[config.mk]
export PLATFORM = sky130hd
export DESIGN_NAME = flow_vector_color_coder_top
export DESIGN_NICKNAME = d
export VERILOG_FILES = /design/src/rtl/fvcc_pkg.sv /design/src/rtl/fvcc_root_div.sv /design/src/rtl/fvcc_cordic.sv /design/src/rtl/flow_vector_color_coder_top.sv
export SDC_FILE = /design/constraint.sdc
export NUM_CORES = 2
export LEC_CHECK = 0
export BUFFER_PORTS_ARGS = -buffer_cell sky130_fd_sc_hd__clkbuf_2
export CAP_MARGIN = 20
export CORE_ASPECT_RATIO = 0.75
export CORE_UTILIZATION = 58
export DETAILED_ROUTE_END_ITERATION = 6
export PLACE_DENSITY = 0.83
export REMOVE_ABC_BUFFERS = 1
export SYNTH_ARGS = -nofsm -noshare
export SYNTH_HDL_FRONTEND = slang
export SYNTH_SLANG_ARGS = --single-unit
[constraint.sdc]
create_clock -name clk -period 16.9 [get_ports clk]
set_clock_uncertainty 0.2 [all_clocks]
set_input_delay 2.535 -clock clk [delete_from_list [all_inputs] [get_ports clk]]
set_output_delay 2.535 -clock clk [all_outputs]
set_load 0.005 [all_outputs]
[src/rtl/fvcc_pkg.sv]
// Shared constants, types and tables of the flow vector color coder
`timescale 1ns / 1ps
`default_nettype none
package fvcc_pkg;

  localparam int FLOW_WIDTH     = 16;
  localparam int FLOW_FRAC_BITS = 5;
  localparam int MAG_W          = FLOW_WIDTH;
  localparam int LEN_W          = FLOW_WIDTH + 1;
  localparam int SQ_W           = 2 * LEN_W;
  localparam int ROOT_W         = 32;
  localparam int CNT_W          = 6;
  localparam int CORDIC_STEPS   = 16;
  localparam int STEP_W         = 4;
  localparam int CORDIC_SHIFT   = 14;
  localparam int CORDIC_XW      = 34;
  localparam int CORDIC_ZW      = 21;
  localparam int ATAN_W         = 18;
  localparam int ANG_W          = 20;
  localparam int QANG_W         = 19;
  localparam int QUARTER_TURN   = 262144;
  localparam int HALF_TURN      = 524288;
  localparam int FULL_TURN      = 1048576;
  localparam int WHEEL_LAST     = 54;
  localparam int WK_W           = 6;
  localparam int COLOR_W        = 8;
  localparam int RQ_W           = 17;
  localparam int FK_W           = 22;
  localparam int MIX_W          = 25;

  localparam logic [1:0] CH_RED   = 2'd0;
  localparam logic [1:0] CH_GREEN = 2'd1;
  localparam logic [1:0] CH_BLUE  = 2'd2;

  typedef struct packed {
    logic start;
    logic op_div;
  } unit_cmd_t;

  typedef struct packed {
    logic busy;
    logic done;
  } unit_stat_t;

  // atan(2^-i) as a fraction of a turn, Q20
  function automatic logic [ATAN_W-1:0] atan_turn(input logic [STEP_W-1:0] i);
    logic [ATAN_W-1:0] a;
    case (i)
      4'd0:    a = 18'd131072;
      4'd1:    a = 18'd77376;
      4'd2:    a = 18'd40884;
      4'd3:    a = 18'd20753;
      4'd4:    a = 18'd10417;
      4'd5:    a = 18'd5213;
      4'd6:    a = 18'd2607;
      4'd7:    a = 18'd1304;
      4'd8:    a = 18'd652;
      4'd9:    a = 18'd326;
      4'd10:   a = 18'd163;
      4'd11:   a = 18'd81;
      4'd12:   a = 18'd41;
      4'd13:   a = 18'd20;
      4'd14:   a = 18'd10;
      default: a = 18'd5;
    endcase
    return a;
  endfunction

  // 255*i/6 rounded down
  function automatic int unsigned ramp_six(input int unsigned i);
    int unsigned v;
    case (i)
      0:       v = 0;
      1:       v = 42;
      2:       v = 85;
      3:       v = 127;
      4:       v = 170;
      default: v = 212;
    endcase
    return v;
  endfunction

  // 255*i/4 rounded down
  function automatic int unsigned ramp_four(input int unsigned i);
    int unsigned v;
    case (i)
      0:       v = 0;
      1:       v = 63;
      2:       v = 127;
      default: v = 191;
    endcase
    return v;
  endfunction

  // 255*i/11 rounded down
  function automatic int unsigned ramp_eleven(input int unsigned i);
    int unsigned v;
    case (i)
      0:       v = 0;
      1:       v = 23;
      2:       v = 46;
      3:       v = 69;
      4:       v = 92;
      5:       v = 115;
      6:       v = 139;
      7:       v = 162;
      8:       v = 185;
      9:       v = 208;
      default: v = 231;
    endcase
    return v;
  endfunction

  // 255*i/13 rounded down
  function automatic int unsigned ramp_thirteen(input int unsigned i);
    int unsigned v;
    case (i)
      0:       v = 0;
      1:       v = 19;
      2:       v = 39;
      3:       v = 58;
      4:       v = 78;
      5:       v = 98;
      6:       v = 117;
      7:       v = 137;
      8:       v = 156;
      9:       v = 176;
      10:      v = 196;
      11:      v = 215;
      default: v = 235;
    endcase
    return v;
  endfunction

  // One channel of the 55-entry color wheel
  function automatic logic [COLOR_W-1:0] wheel_ch(input logic [WK_W-1:0] k,
                                                   input logic [1:0] ch);
    int unsigned kk;
    int unsigned i;
    int unsigned r;
    int unsigned g;
    int unsigned b;
    kk = k;
    if (kk > WHEEL_LAST) kk = 0;
    if (kk < 15) begin
      i = kk; r = 255; g = 17 * i; b = 0;
    end else if (kk < 21) begin
      i = kk - 15; r = 255 - ramp_six(i); g = 255; b = 0;
    end else if (kk < 25) begin
      i = kk - 21; r = 0; g = 255; b = ramp_four(i);
    end else if (kk < 36) begin
      i = kk - 25; r = 0; g = 255 - ramp_eleven(i); b = 255;
    end else if (kk < 49) begin
      i = kk - 36; r = ramp_thirteen(i); g = 0; b = 255;
    end else begin
      i = kk - 49; r = 255; g = 0; b = 255 - ramp_six(i);
    end
    case (ch)
      CH_RED:   return COLOR_W'(r);
      CH_GREEN: return COLOR_W'(g);
      default:  return COLOR_W'(b);
    endcase
  endfunction

endpackage
`default_nettype wire

[src/rtl/fvcc_root_div.sv]
// Shared restoring unit: integer square root or fractional divide, one bit a cycle
`timescale 1ns / 1ps
`default_nettype none
module fvcc_root_div (
  input  wire logic                        clk,
  input  wire logic                        rst_n,
  input  wire fvcc_pkg::unit_cmd_t         cmd,
  input  wire logic [fvcc_pkg::SQ_W-1:0]   a_in,
  input  wire logic [fvcc_pkg::SQ_W-1:0]   div_in,
  output fvcc_pkg::unit_stat_t             stat,
  output logic [fvcc_pkg::ROOT_W-1:0]      result
);

  localparam int RW         = fvcc_pkg::SQ_W + 1;
  localparam int DIV_STEPS  = fvcc_pkg::ROOT_W;
  localparam int ROOT_STEPS = fvcc_pkg::ROOT_W / 2;

  logic                          op_r, op_nxt;
  logic [RW-1:0]                 rem_r, rem_nxt;
  logic [fvcc_pkg::ROOT_W-1:0]   res_r, res_nxt;
  logic [fvcc_pkg::ROOT_W-1:0]   bit_r, bit_nxt;
  logic [fvcc_pkg::SQ_W-1:0]     div_r, div_nxt;
  logic [fvcc_pkg::CNT_W-1:0]    cnt_r, cnt_nxt;
  logic                          busy_r, busy_nxt;
  logic                          done_r, done_nxt;

  logic [RW-1:0] trial;
  logic [RW-1:0] sub;
  logic [RW-1:0] diff;
  logic          ge;

  always_comb begin
    trial = op_r ? {rem_r[RW-2:0], 1'b0} : rem_r;
    sub   = op_r ? {1'b0, div_r} : (RW'(res_r) + RW'(bit_r));
    ge    = (trial >= sub);
    diff  = trial - sub;
  end

  always_comb begin
    op_nxt   = op_r;
    rem_nxt  = rem_r;
    res_nxt  = res_r;
    bit_nxt  = bit_r;
    div_nxt  = div_r;
    cnt_nxt  = cnt_r;
    busy_nxt = busy_r;
    done_nxt = 1'b0;
    if (cmd.start) begin
      op_nxt   = cmd.op_div;
      rem_nxt  = {1'b0, a_in};
      res_nxt  = '0;
      bit_nxt  = fvcc_pkg::ROOT_W'(1) << (fvcc_pkg::ROOT_W - 2);
      div_nxt  = div_in;
      cnt_nxt  = cmd.op_div ? fvcc_pkg::CNT_W'(DIV_STEPS) : fvcc_pkg::CNT_W'(ROOT_STEPS);
      busy_nxt = 1'b1;
    end else if (busy_r) begin
      rem_nxt = ge ? diff : trial;
      if (op_r) begin
        res_nxt = {res_r[fvcc_pkg::ROOT_W-2:0], ge};
      end else begin
        res_nxt = ge ? ((res_r >> 1) + bit_r) : (res_r >> 1);
      end
      bit_nxt = bit_r >> 2;
      cnt_nxt = cnt_r - 1'b1;
      if (cnt_r == fvcc_pkg::CNT_W'(1)) begin
        busy_nxt = 1'b0;
        done_nxt = 1'b1;
      end
    end
  end

  always_ff @(posedge clk) begin
    if (!rst_n) begin
      busy_r <= 1'b0;
      done_r <= 1'b0;
      cnt_r  <= '0;
    end else begin
      busy_r <= busy_nxt;
      done_r <= done_nxt;
      cnt_r  <= cnt_nxt;
    end
  end

  always_ff @(posedge clk) begin
    op_r  <= op_nxt;
    rem_r <= rem_nxt;
    res_r <= res_nxt;
    bit_r <= bit_nxt;
    div_r <= div_nxt;
  end

  assign stat.busy = busy_r;
  assign stat.done = done_r;
  assign result    = res_r;

endmodule
`default_nettype wire

[src/rtl/fvcc_cordic.sv]
// Iterative CORDIC vectoring unit: first-quadrant angle in Q20 turns
`timescale 1ns / 1ps
`default_nettype none
module fvcc_cordic (
  input  wire logic                         clk,
  input  wire logic                         rst_n,
  input  wire logic                         start,
  input  wire logic [fvcc_pkg::MAG_W-1:0]   ax,
  input  wire logic [fvcc_pkg::MAG_W-1:0]   ay,
  output fvcc_pkg::unit_stat_t              stat,
  output logic [fvcc_pkg::QANG_W-1:0]       angle
);

  localparam int XW = fvcc_pkg::CORDIC_XW;
  localparam int ZW = fvcc_pkg::CORDIC_ZW;

  logic signed [XW-1:0]              x_r, x_nxt;
  logic signed [XW-1:0]              y_r, y_nxt;
  logic signed [ZW-1:0]              z_r, z_nxt;
  logic [fvcc_pkg::STEP_W-1:0]       i_r, i_nxt;
  logic                              busy_r, busy_nxt;
  logic                              done_r, done_nxt;

  logic signed [XW-1:0] xa;
  logic signed [XW-1:0] ya;
  logic signed [XW-1:0] dx;
  logic signed [XW-1:0] dy;
  logic signed [ZW-1:0] at;

  // shifts round toward zero
  always_comb begin
    ya = y_r[XW-1] ? -y_r : y_r;
    xa = x_r[XW-1] ? -x_r : x_r;
    dx = y_r[XW-1] ? -(ya >>> i_r) : (ya >>> i_r);
    dy = x_r[XW-1] ? -(xa >>> i_r) : (xa >>> i_r);
    at = signed'(ZW'(fvcc_pkg::atan_turn(i_r)));
  end

  always_comb begin
    x_nxt    = x_r;
    y_nxt    = y_r;
    z_nxt    = z_r;
    i_nxt    = i_r;
    busy_nxt = busy_r;
    done_nxt = 1'b0;
    if (start) begin
      x_nxt    = signed'(XW'({ax, {fvcc_pkg::CORDIC_SHIFT{1'b0}}}));
      y_nxt    = signed'(XW'({ay, {fvcc_pkg::CORDIC_SHIFT{1'b0}}}));
      z_nxt    = '0;
      i_nxt    = '0;
      busy_nxt = 1'b1;
    end else if (busy_r) begin
      if (y_r > 0) begin
        x_nxt = x_r + dx;
        y_nxt = y_r - dy;
        z_nxt = z_r + at;
      end else begin
        x_nxt = x_r - dx;
        y_nxt = y_r + dy;
        z_nxt = z_r - at;
      end
      i_nxt = i_r + 1'b1;
      if (i_r == fvcc_pkg::STEP_W'(fvcc_pkg::CORDIC_STEPS - 1)) begin
        busy_nxt = 1'b0;
        done_nxt = 1'b1;
      end
    end
  end

  always_ff @(posedge clk) begin
    if (!rst_n) begin
      busy_r <= 1'b0;
      done_r <= 1'b0;
      i_r    <= '0;
    end else begin
      busy_r <= busy_nxt;
      done_r <= done_nxt;
      i_r    <= i_nxt;
    end
  end

  always_ff @(posedge clk) begin
    x_r <= x_nxt;
    y_r <= y_nxt;
    z_r <= z_nxt;
  end

  // clamp to [0, quarter turn]
  always_comb begin
    if (z_r[ZW-1]) begin
      angle = '0;
    end else if (z_r > ZW'(fvcc_pkg::QUARTER_TURN)) begin
      angle = fvcc_pkg::QANG_W'(fvcc_pkg::QUARTER_TURN);
    end else begin
      angle = z_r[fvcc_pkg::QANG_W-1:0];
    end
  end

  assign stat.busy = busy_r;
  assign stat.done = done_r;

endmodule
`default_nettype wire

[src/rtl/flow_vector_color_coder_top.sv]
// Flow vector color coder: sequencer, shared multiplier and color shading
// Measure pass: two squaring steps, then a 16-step square root.
// Paint pass inside radius 1: 32-step divide then 16-step root on the shared
// restoring unit, then mix and shade per channel; beyond radius 1 no divide or root.
// Throughput: one item at a time; the next item is taken once the current one is done.
// Reset (rst_n low, synchronous): sequencer idle, stored maximum and max_motion cleared.
`timescale 1ns / 1ps
`default_nettype none
module flow_vector_color_coder_top (
  input  wire logic                                  clk,
  input  wire logic                                  rst_n,
  input  wire logic                                  cfg_we,
  input  wire logic [15:0]                           cfg_data,
  input  wire logic                                  in_valid,
  output logic                                       in_stall,
  input  wire logic                                  in_mode,
  input  wire logic                                  in_frame_start,
  input  wire logic signed [fvcc_pkg::FLOW_WIDTH-1:0] in_flow_u,
  input  wire logic signed [fvcc_pkg::FLOW_WIDTH-1:0] in_flow_v,
  input  wire logic                                  in_unknown,
  output logic                                       out_valid,
  input  wire logic                                  out_stall,
  output logic [fvcc_pkg::COLOR_W-1:0]               out_red,
  output logic [fvcc_pkg::COLOR_W-1:0]               out_green,
  output logic [fvcc_pkg::COLOR_W-1:0]               out_blue,
  output logic [15:0]                                out_longest
);

  typedef enum logic [11:0] {
    S_IDLE   = 12'b0000_0000_0001,
    S_SQ_U   = 12'b0000_0000_0010,
    S_SQ_V   = 12'b0000_0000_0100,
    S_ROOT   = 12'b0000_0000_1000,
    S_NSQ    = 12'b0000_0001_0000,
    S_DECIDE = 12'b0000_0010_0000,
    S_DIV    = 12'b0000_0100_0000,
    S_QROOT  = 12'b0000_1000_0000,
    S_ANGLE  = 12'b0001_0000_0000,
    S_MIX    = 12'b0010_0000_0000,
    S_SHADE  = 12'b0100_0000_0000,
    S_DONE   = 12'b1000_0000_0000
  } state_t;

  localparam int MW  = fvcc_pkg::MAG_W;
  localparam int LW  = fvcc_pkg::LEN_W;
  localparam int SW  = fvcc_pkg::SQ_W;
  localparam int CW  = fvcc_pkg::COLOR_W;
  localparam int AW  = fvcc_pkg::ANG_W;
  localparam int NW  = 41;

  state_t                       state_r, state_nxt;
  logic                         mode_r, mode_nxt;
  logic                         u_neg_r, u_neg_nxt;
  logic                         v_neg_r, v_neg_nxt;
  logic [MW-1:0]                au_r, au_nxt;
  logic [MW-1:0]                av_r, av_nxt;
  logic [SW-1:0]                s_r, s_nxt;
  logic [SW-1:0]                n2_r, n2_nxt;
  logic                         far_r, far_nxt;
  logic [fvcc_pkg::RQ_W-1:0]    rq_r, rq_nxt;
  logic [fvcc_pkg::FK_W-1:0]    fk_r, fk_nxt;
  logic [fvcc_pkg::MIX_W-1:0]   c_r, c_nxt;
  logic [1:0]                   ch_r, ch_nxt;
  logic [CW-1:0]                red_r, red_nxt;
  logic [CW-1:0]                green_r, green_nxt;
  logic [CW-1:0]                blue_r, blue_nxt;
  logic [LW-1:0]                longest_r, longest_nxt;
  logic [15:0]                  max_motion_r;
  logic                         ang_rdy_r, ang_rdy_nxt;
  logic                         out_valid_r, out_valid_nxt;
  logic [CW-1:0]                out_red_r, out_red_nxt;
  logic [CW-1:0]                out_green_r, out_green_nxt;
  logic [CW-1:0]                out_blue_r, out_blue_nxt;
  logic [15:0]                  out_longest_r, out_longest_nxt;

  logic                         in_acc;
  logic [MW-1:0]                in_au;
  logic [MW-1:0]                in_av;
  logic [LW-1:0]                mul_a;
  logic [LW-1:0]                mul_b;
  logic [SW-1:0]                prod;
  logic [SW-1:0]                sum_sq;
  logic [LW-1:0]                n_sel;

  fvcc_pkg::unit_cmd_t          unit_cmd;
  fvcc_pkg::unit_stat_t         unit_stat;
  logic [SW-1:0]                unit_a;
  logic [fvcc_pkg::ROOT_W-1:0]  unit_res;

  logic                         cordic_start;
  fvcc_pkg::unit_stat_t         cordic_stat;
  logic [fvcc_pkg::QANG_W-1:0]  cordic_angle;

  logic [fvcc_pkg::QANG_W-1:0]  q_ang;
  logic [AW:0]                  phi_w;
  logic [AW-1:0]                phi;
  logic [fvcc_pkg::WK_W-1:0]    k0;
  logic [fvcc_pkg::WK_W-1:0]    k1;
  logic [15:0]                  frac;
  logic [16:0]                  omf;
  logic [CW-1:0]                w0;
  logic [CW-1:0]                w1;
  logic [26:0]                  far3;
  logic [23:0]                  shade_gap;
  logic [NW-1:0]                near_p;
  logic [NW-1:0]                near_v;
  logic [CW-1:0]                col;

  assign in_acc = in_valid && !in_stall;
  assign in_au  = in_flow_u[MW-1] ? (~in_flow_u + 1'b1) : in_flow_u;
  assign in_av  = in_flow_v[MW-1] ? (~in_flow_v + 1'b1) : in_flow_v;

  // shared multiplier: squares of u and v, then of the reference length
  always_comb begin
    case (state_r)
      S_SQ_U:  begin mul_a = LW'(au_r); mul_b = LW'(au_r); end
      S_SQ_V:  begin mul_a = LW'(av_r); mul_b = LW'(av_r); end
      default: begin mul_a = n_sel;     mul_b = n_sel;     end
    endcase
  end
  assign prod   = mul_a * mul_b;
  assign sum_sq = s_r + prod;

  always_comb begin
    if (max_motion_r != '0) begin
      n_sel = LW'(max_motion_r);
    end else if (longest_r != '0) begin
      n_sel = longest_r;
    end else begin
      n_sel = LW'(1) << fvcc_pkg::FLOW_FRAC_BITS;
    end
  end

  // quadrant mapping of the first-quadrant angle
  always_comb begin
    if (av_r == '0) begin
      q_ang = '0;
    end else if (au_r == '0) begin
      q_ang = fvcc_pkg::QANG_W'(fvcc_pkg::QUARTER_TURN);
    end else begin
      q_ang = cordic_angle;
    end
    if (!u_neg_r && !v_neg_r) begin
      phi_w = (AW+1)'(q_ang);
    end else if (u_neg_r && !v_neg_r) begin
      phi_w = (AW+1)'(fvcc_pkg::HALF_TURN) - (AW+1)'(q_ang);
    end else if (u_neg_r) begin
      phi_w = (AW+1)'(fvcc_pkg::HALF_TURN) + (AW+1)'(q_ang);
    end else begin
      phi_w = (AW+1)'(fvcc_pkg::FULL_TURN) - (AW+1)'(q_ang);
    end
    phi = phi_w[AW-1:0];
  end

  always_comb begin
    k0   = fk_r[fvcc_pkg::FK_W-1:16];
    k1   = k0 + 1'b1;
    frac = fk_r[15:0];
    omf  = 17'h10000 - {1'b0, frac};
    w0   = fvcc_pkg::wheel_ch(k0, ch_r);
    w1   = fvcc_pkg::wheel_ch(k1, ch_r);
    far3 = 27'(c_r) * 27'd3;
    shade_gap = 24'(255 * 65536) - c_r[23:0];
    near_p = NW'(rq_r) * NW'(shade_gap);
    near_v = (NW'(255) << 32) - near_p;
    col  = far_r ? far3[25:18] : near_v[39:32];
  end

  always_comb begin
    state_nxt       = state_r;
    mode_nxt        = mode_r;
    u_neg_nxt       = u_neg_r;
    v_neg_nxt       = v_neg_r;
    au_nxt          = au_r;
    av_nxt          = av_r;
    s_nxt           = s_r;
    n2_nxt          = n2_r;
    far_nxt         = far_r;
    rq_nxt          = rq_r;
    fk_nxt          = fk_r;
    c_nxt           = c_r;
    ch_nxt          = ch_r;
    red_nxt         = red_r;
    green_nxt       = green_r;
    blue_nxt        = blue_r;
    longest_nxt     = longest_r;
    ang_rdy_nxt     = ang_rdy_r;
    out_valid_nxt   = out_valid_r && out_stall;
    out_red_nxt     = out_red_r;
    out_green_nxt   = out_green_r;
    out_blue_nxt    = out_blue_r;
    out_longest_nxt = out_longest_r;
    unit_cmd        = '0;
    unit_a          = s_r;
    cordic_start    = 1'b0;

    if (cordic_stat.done) ang_rdy_nxt = 1'b1;

    case (state_r)
      S_IDLE: begin
        if (in_acc) begin
          mode_nxt  = in_mode;
          u_neg_nxt = in_flow_u[MW-1];
          v_neg_nxt = in_flow_v[MW-1];
          au_nxt    = in_au;
          av_nxt    = in_av;
          red_nxt   = '0;
          green_nxt = '0;
          blue_nxt  = '0;
          if (!in_mode && in_frame_start) longest_nxt = '0;
          if (in_mode && !in_unknown) begin
            cordic_start = 1'b1;
            ang_rdy_nxt  = 1'b0;
          end
          state_nxt = in_unknown ? S_DONE : S_SQ_U;
        end
      end
      S_SQ_U: begin
        s_nxt     = prod;
        state_nxt = S_SQ_V;
      end
      S_SQ_V: begin
        s_nxt = sum_sq;
        if (!mode_r) begin
          unit_cmd.start = 1'b1;
          unit_a         = sum_sq;
          state_nxt      = S_ROOT;
        end else begin
          state_nxt = S_NSQ;
        end
      end
      S_ROOT: begin
        if (unit_stat.done) begin
          if (unit_res[LW-1:0] > longest_r) longest_nxt = unit_res[LW-1:0];
          state_nxt = S_DONE;
        end
      end
      S_NSQ: begin
        n2_nxt    = prod;
        state_nxt = S_DECIDE;
      end
      S_DECIDE: begin
        far_nxt = (s_r > n2_r);
        if (s_r > n2_r) begin
          state_nxt = S_ANGLE;
        end else if (s_r == n2_r) begin
          rq_nxt    = fvcc_pkg::RQ_W'(65536);
          state_nxt = S_ANGLE;
        end else begin
          unit_cmd.start  = 1'b1;
          unit_cmd.op_div = 1'b1;
          state_nxt       = S_DIV;
        end
      end
      S_DIV: begin
        if (unit_stat.done) begin
          unit_cmd.start = 1'b1;
          unit_a         = SW'(unit_res);
          state_nxt      = S_QROOT;
        end
      end
      S_QROOT: begin
        if (unit_stat.done) begin
          rq_nxt    = unit_res[fvcc_pkg::RQ_W-1:0];
          state_nxt = S_ANGLE;
        end
      end
      S_ANGLE: begin
        if (ang_rdy_r) begin
          fk_nxt    = fvcc_pkg::FK_W'(phi[AW-1:4]) * fvcc_pkg::FK_W'(fvcc_pkg::WHEEL_LAST);
          ch_nxt    = fvcc_pkg::CH_RED;
          state_nxt = S_MIX;
        end
      end
      S_MIX: begin
        c_nxt     = fvcc_pkg::MIX_W'(w0) * fvcc_pkg::MIX_W'(omf) +
                    fvcc_pkg::MIX_W'(w1) * fvcc_pkg::MIX_W'(frac);
        state_nxt = S_SHADE;
      end
      S_SHADE: begin
        case (ch_r)
          fvcc_pkg::CH_RED:   red_nxt   = col;
          fvcc_pkg::CH_GREEN: green_nxt = col;
          default:            blue_nxt  = col;
        endcase
        if (ch_r == fvcc_pkg::CH_BLUE) begin
          state_nxt = S_DONE;
        end else begin
          ch_nxt    = ch_r + 1'b1;
          state_nxt = S_MIX;
        end
      end
      S_DONE: begin
        // hold until the output register is free
        if (!out_valid_r || !out_stall) begin
          out_valid_nxt   = 1'b1;
          out_red_nxt     = red_r;
          out_green_nxt   = green_r;
          out_blue_nxt    = blue_r;
          out_longest_nxt = longest_r[15:0];
          state_nxt       = S_IDLE;
        end
      end
      default: state_nxt = S_IDLE;
    endcase
  end

  fvcc_root_div u_root_div (
    .clk    (clk),
    .rst_n  (rst_n),
    .cmd    (unit_cmd),
    .a_in   (unit_a),
    .div_in (n2_r),
    .stat   (unit_stat),
    .result (unit_res)
  );

  fvcc_cordic u_cordic (
    .clk   (clk),
    .rst_n (rst_n),
    .start (cordic_start),
    .ax    (in_au),
    .ay    (in_av),
    .stat  (cordic_stat),
    .angle (cordic_angle)
  );

  always_ff @(posedge clk) begin
    if (!rst_n) begin
      state_r      <= S_IDLE;
      longest_r    <= '0;
      max_motion_r <= '0;
      ang_rdy_r    <= 1'b0;
      out_valid_r  <= 1'b0;
    end else begin
      state_r     <= state_nxt;
      longest_r   <= longest_nxt;
      ang_rdy_r   <= ang_rdy_nxt;
      out_valid_r <= out_valid_nxt;
      if (cfg_we) max_motion_r <= cfg_data;
    end
  end

  always_ff @(posedge clk) begin
    mode_r        <= mode_nxt;
    u_neg_r       <= u_neg_nxt;
    v_neg_r       <= v_neg_nxt;
    au_r          <= au_nxt;
    av_r          <= av_nxt;
    s_r           <= s_nxt;
    n2_r          <= n2_nxt;
    far_r         <= far_nxt;
    rq_r          <= rq_nxt;
    fk_r          <= fk_nxt;
    c_r           <= c_nxt;
    ch_r          <= ch_nxt;
    red_r         <= red_nxt;
    green_r       <= green_nxt;
    blue_r        <= blue_nxt;
    out_red_r     <= out_red_nxt;
    out_green_r   <= out_green_nxt;
    out_blue_r    <= out_blue_nxt;
    out_longest_r <= out_longest_nxt;
  end

  assign in_stall    = (state_r != S_IDLE);
  assign out_valid   = out_valid_r;
  assign out_red     = out_red_r;
  assign out_green   = out_green_r;
  assign out_blue    = out_blue_r;
  assign out_longest = out_longest_r;

endmodule
`default_nettype wire

==> results.json <==
{
  "ant_nets": 0,
  "synthFlopType": "edfxtp_1",
  "post_cts_resized": 0,
  "synth_top_area_share_pct": 18.71,
  "async_reset_ff_share_pct": 0,
  "holdBufCountCts": 0,
  "area_growth_pct": 5.658,
  "hold_viol_final": 0,
  "globalRouteOverflowTotal": 0,
  "r2r_start": "fk_r[16]$_DFFE_PP_",
  "root_buffer": "clkbuf_16",
  "drc": 0,
  "die_y_um": 319.0,
  "io_pins": 98,
  "drv_slew": 0,
  "synth_area_leaders": "fa_1, edfxtp_1, ha_1, nand2_1, inv_1",
  "yosysWarningCount": 0,
  "cts_max_level": 2,
  "multi_input_area_um2": 58500,
  "cp-end-kind": "register",
  "clockBufferDepth": 3,
  "fin_crit_sh_pct": 84.44,
  "drt_iter0_drc": 8603,
  "drive_gt1_share_pct": 6.454,
  "hold_class": "reg2reg",
  "drv_cap": 0,
  "total_leakage_power_nw": 36.82,
  "cts_buffers": 58,
  "syn_area_per_cell_um2": 8.424,
  "num-fill-cells": 10873,
  "first_pass_iters": 6,
  "yosysTopAreaCell": "fa_1",
  "path_max_fanout": 13,
  "power_w": 0.008961,
  "whs_ps": 193.8,
  "start_util_pct": 58.88,
  "hold_path.startpoint": "green_r[3]$_DFFE_PP_",
  "rows": 115,
  "vias": 70385,
  "cts_setup_buffers": 0,
  "grt_first_pass_wirelength_um": 384800,
  "grt_pass1_vias": 69300,
  "viasPerCell": 6.472,
  "cp.required_ps": 17090,
  "wl_per_cell_um": 22.52,
  "p_per_area_nw_per_um2": 109.2,
  "final_nets": 10559,
  "place.detailed.hpwl_um": 187800,
  "synth.most_common_cell": "nand2_1",
  "slowest_stage": "a2111oi_0",
  "clk_latency_ps": 730,
  "max_freq_mhz": 70.07,
  "status": "complete, no violations",
  "regArea_um2": 13660,
  "fp.dieW_um": 424.6,
  "dieArea_um2": 135400,
  "slowest_delay_ps": 940,
  "synth_edf_count": 331,
  "clkTransAtPathRegs_ps": 60,
  "antenna_found_initial": 10,
  "grt_max_degree": 93,
  "globalplace.congestion": 1.001,
  "cts.sinks": 516,
  "synth_area_um2": 77690,
  "tightest_slew_ps": 1162,
  "ir_worst_vdd_v": 0.0002477,
  "fin_setup_tns_ps": 0,
  "grt_usage_pct": 35.58,
  "fin_crit_ps": 14270,
  "synthCells": 9222,
  "crit_arrival_ps": 14460,
  "synth_top_cells_by_count": "nand2_1, inv_1, fa_1, ha_1, nor2_1",
  "cts_tree": "yes",
  "ys_ff_latch": 516,
  "grt_setup_unrepaired": "false",
  "coreArea_um2": 131900,
  "ys_types": 100,
  "setup.worst_path.start": "fk_r[16]$_DFFE_PP_",
  "portBuffers": 97,
  "slew_headroom_pct": 22.50,
  "drt_wl_total_um": 244900,
  "criticalPathCategory": "reg2reg",
  "setup_viol": 0,
  "ys_seq_area_share_pct": 17.56,
  "cp-start-kind": "register"
}
## placed cells by master, fill, tap and decap left out, types with 27 or more instances in the layout
cell type  instances
nand4_1           75
inv_1           1027
nand3_1          163
clkbuf_16         65
xor2_1           214
a31o_2            29
dfxtp_1          177
and2_1           337
nand2_1         1048
nand2b_1          63
o21bai_1          57
o21ai_0          397
clkbuf_2          99
nor3_1           157
a211oi_1          74
nor2_1           681
nor2b_1           99
o211ai_1          52
nand3b_1          27
a21oi_1          453
o31ai_1           57
or3_1             58
o21a_1            51
a21o_1           118
edfxtp_1         331
a22oi_1           34
mux2i_1          155
a21boi_0          30
and3_1            61
xnor2_1          333
buf_4            144
or4_1             42
mux2_2            69
o221ai_1          28
fa_1             726
or2_2             48
o22ai_1           38
nor4_1            90
ha_1             716
a31oi_1          115
## kinds of logic after synthesis
logic type               synth area share (%)
AO/OA/AOI/OAI                           16.22
multiplexers                            3.345
flip-flops                              17.56
XOR/XNOR                                6.291
AND/OR/NAND/NOR                         18.99
buffers and inverters                   7.357
adder cells (fa/ha/maj)                 30.24
## final timing paths
kind / to / slack, ps / cells after the start
hold reg to reg: out_green[3]$_DFFE_PP_ / 190 / 0
hold / removal: out_green[3]$_DFFE_PP_ / 190 / 0
setup reg to reg: c_r[22]$_DFFE_PP_ / 2630 / 48
setup / recovery: c_r[22]$_DFFE_PP_ / 2630 / 48
## area by class of cell
type / instances / share of cell area [%]
Antenna cell: 9 / 0.02744
Clock buffer: 80 / 2.129
Clock inverter: 30 / 0.5137
Inverter: 1045 / 4.779
Multi-Input combinational cell: 7194 / 71.27
Sequential cell: 516 / 16.64
Tap cell: 1755 / 2.675
Timing Repair Buffer: 246 / 1.965
## per-layer routing
layer  vias up  global-route usage, %  routed length (um)  part of all wire (%)
li1      31432                      -                   -                     -
met1     33881                  48.83               97580                    40
met2      4335                  53.46              105600                    43
met3       733                  8.584               30080                    12
met4         4                  15.05               11640                   4.8
met5         -                      0                  27                 0.011
## through the flow
step | util (%) | instances | setup slack (ps) | area, um^2
2_1_floorplan | - | 8755 | 4207 | 75900
3_3_place_gp | 60.50 | 10748 | 2827 | 79820
3_5_place_dp | 60.51 | 10751 | 2606 | 79840
4_1_cts | 62.16 | 10861 | 2379 | 82010
5_1_grt | 62.21 | 10874 | 1687 | 82080
6_report | 62.21 | 10875 | 2629 | 82090
## report_power, final
group | leakage, nW | internal, W | switching [W]
Clock | 1.05 | 0.000827 | 0.000606
Combinational | 31.2 | 0.00223 | 0.00345
Sequential | 4.55 | 0.00156 | 0.000284
## critical path: cells and delay by family, from the launching register on
family	cells	cell delay, ps
adders and majority gates	12	4930
AOI/OAI and AO/OA	18	4750
and+or+nand+nor	12	2680
DFF	1	590
buffers and inverters	4	580
xor gates and xnor gates	2	250
## state kept, by name, indices dropped and copies added (netlist names), 17 cells and up
| name | count |
|---|---|
| c_r | 24 |
| fk_r | 21 |
| longest_r | 17 |
| n2_r | 33 |
| rq_r | 17 |
| s_r | 34 |
| u_cordic.at | 18 |
| u_cordic.x_r | 34 |
| u_cordic.y_r | 34 |
| u_cordic.z_r | 21 |
| u_root_div.div_r | 33 |
| u_root_div.rem_r | 35 |
| u_root_div.result | 32 |
(Power assumes the default switching activity.)
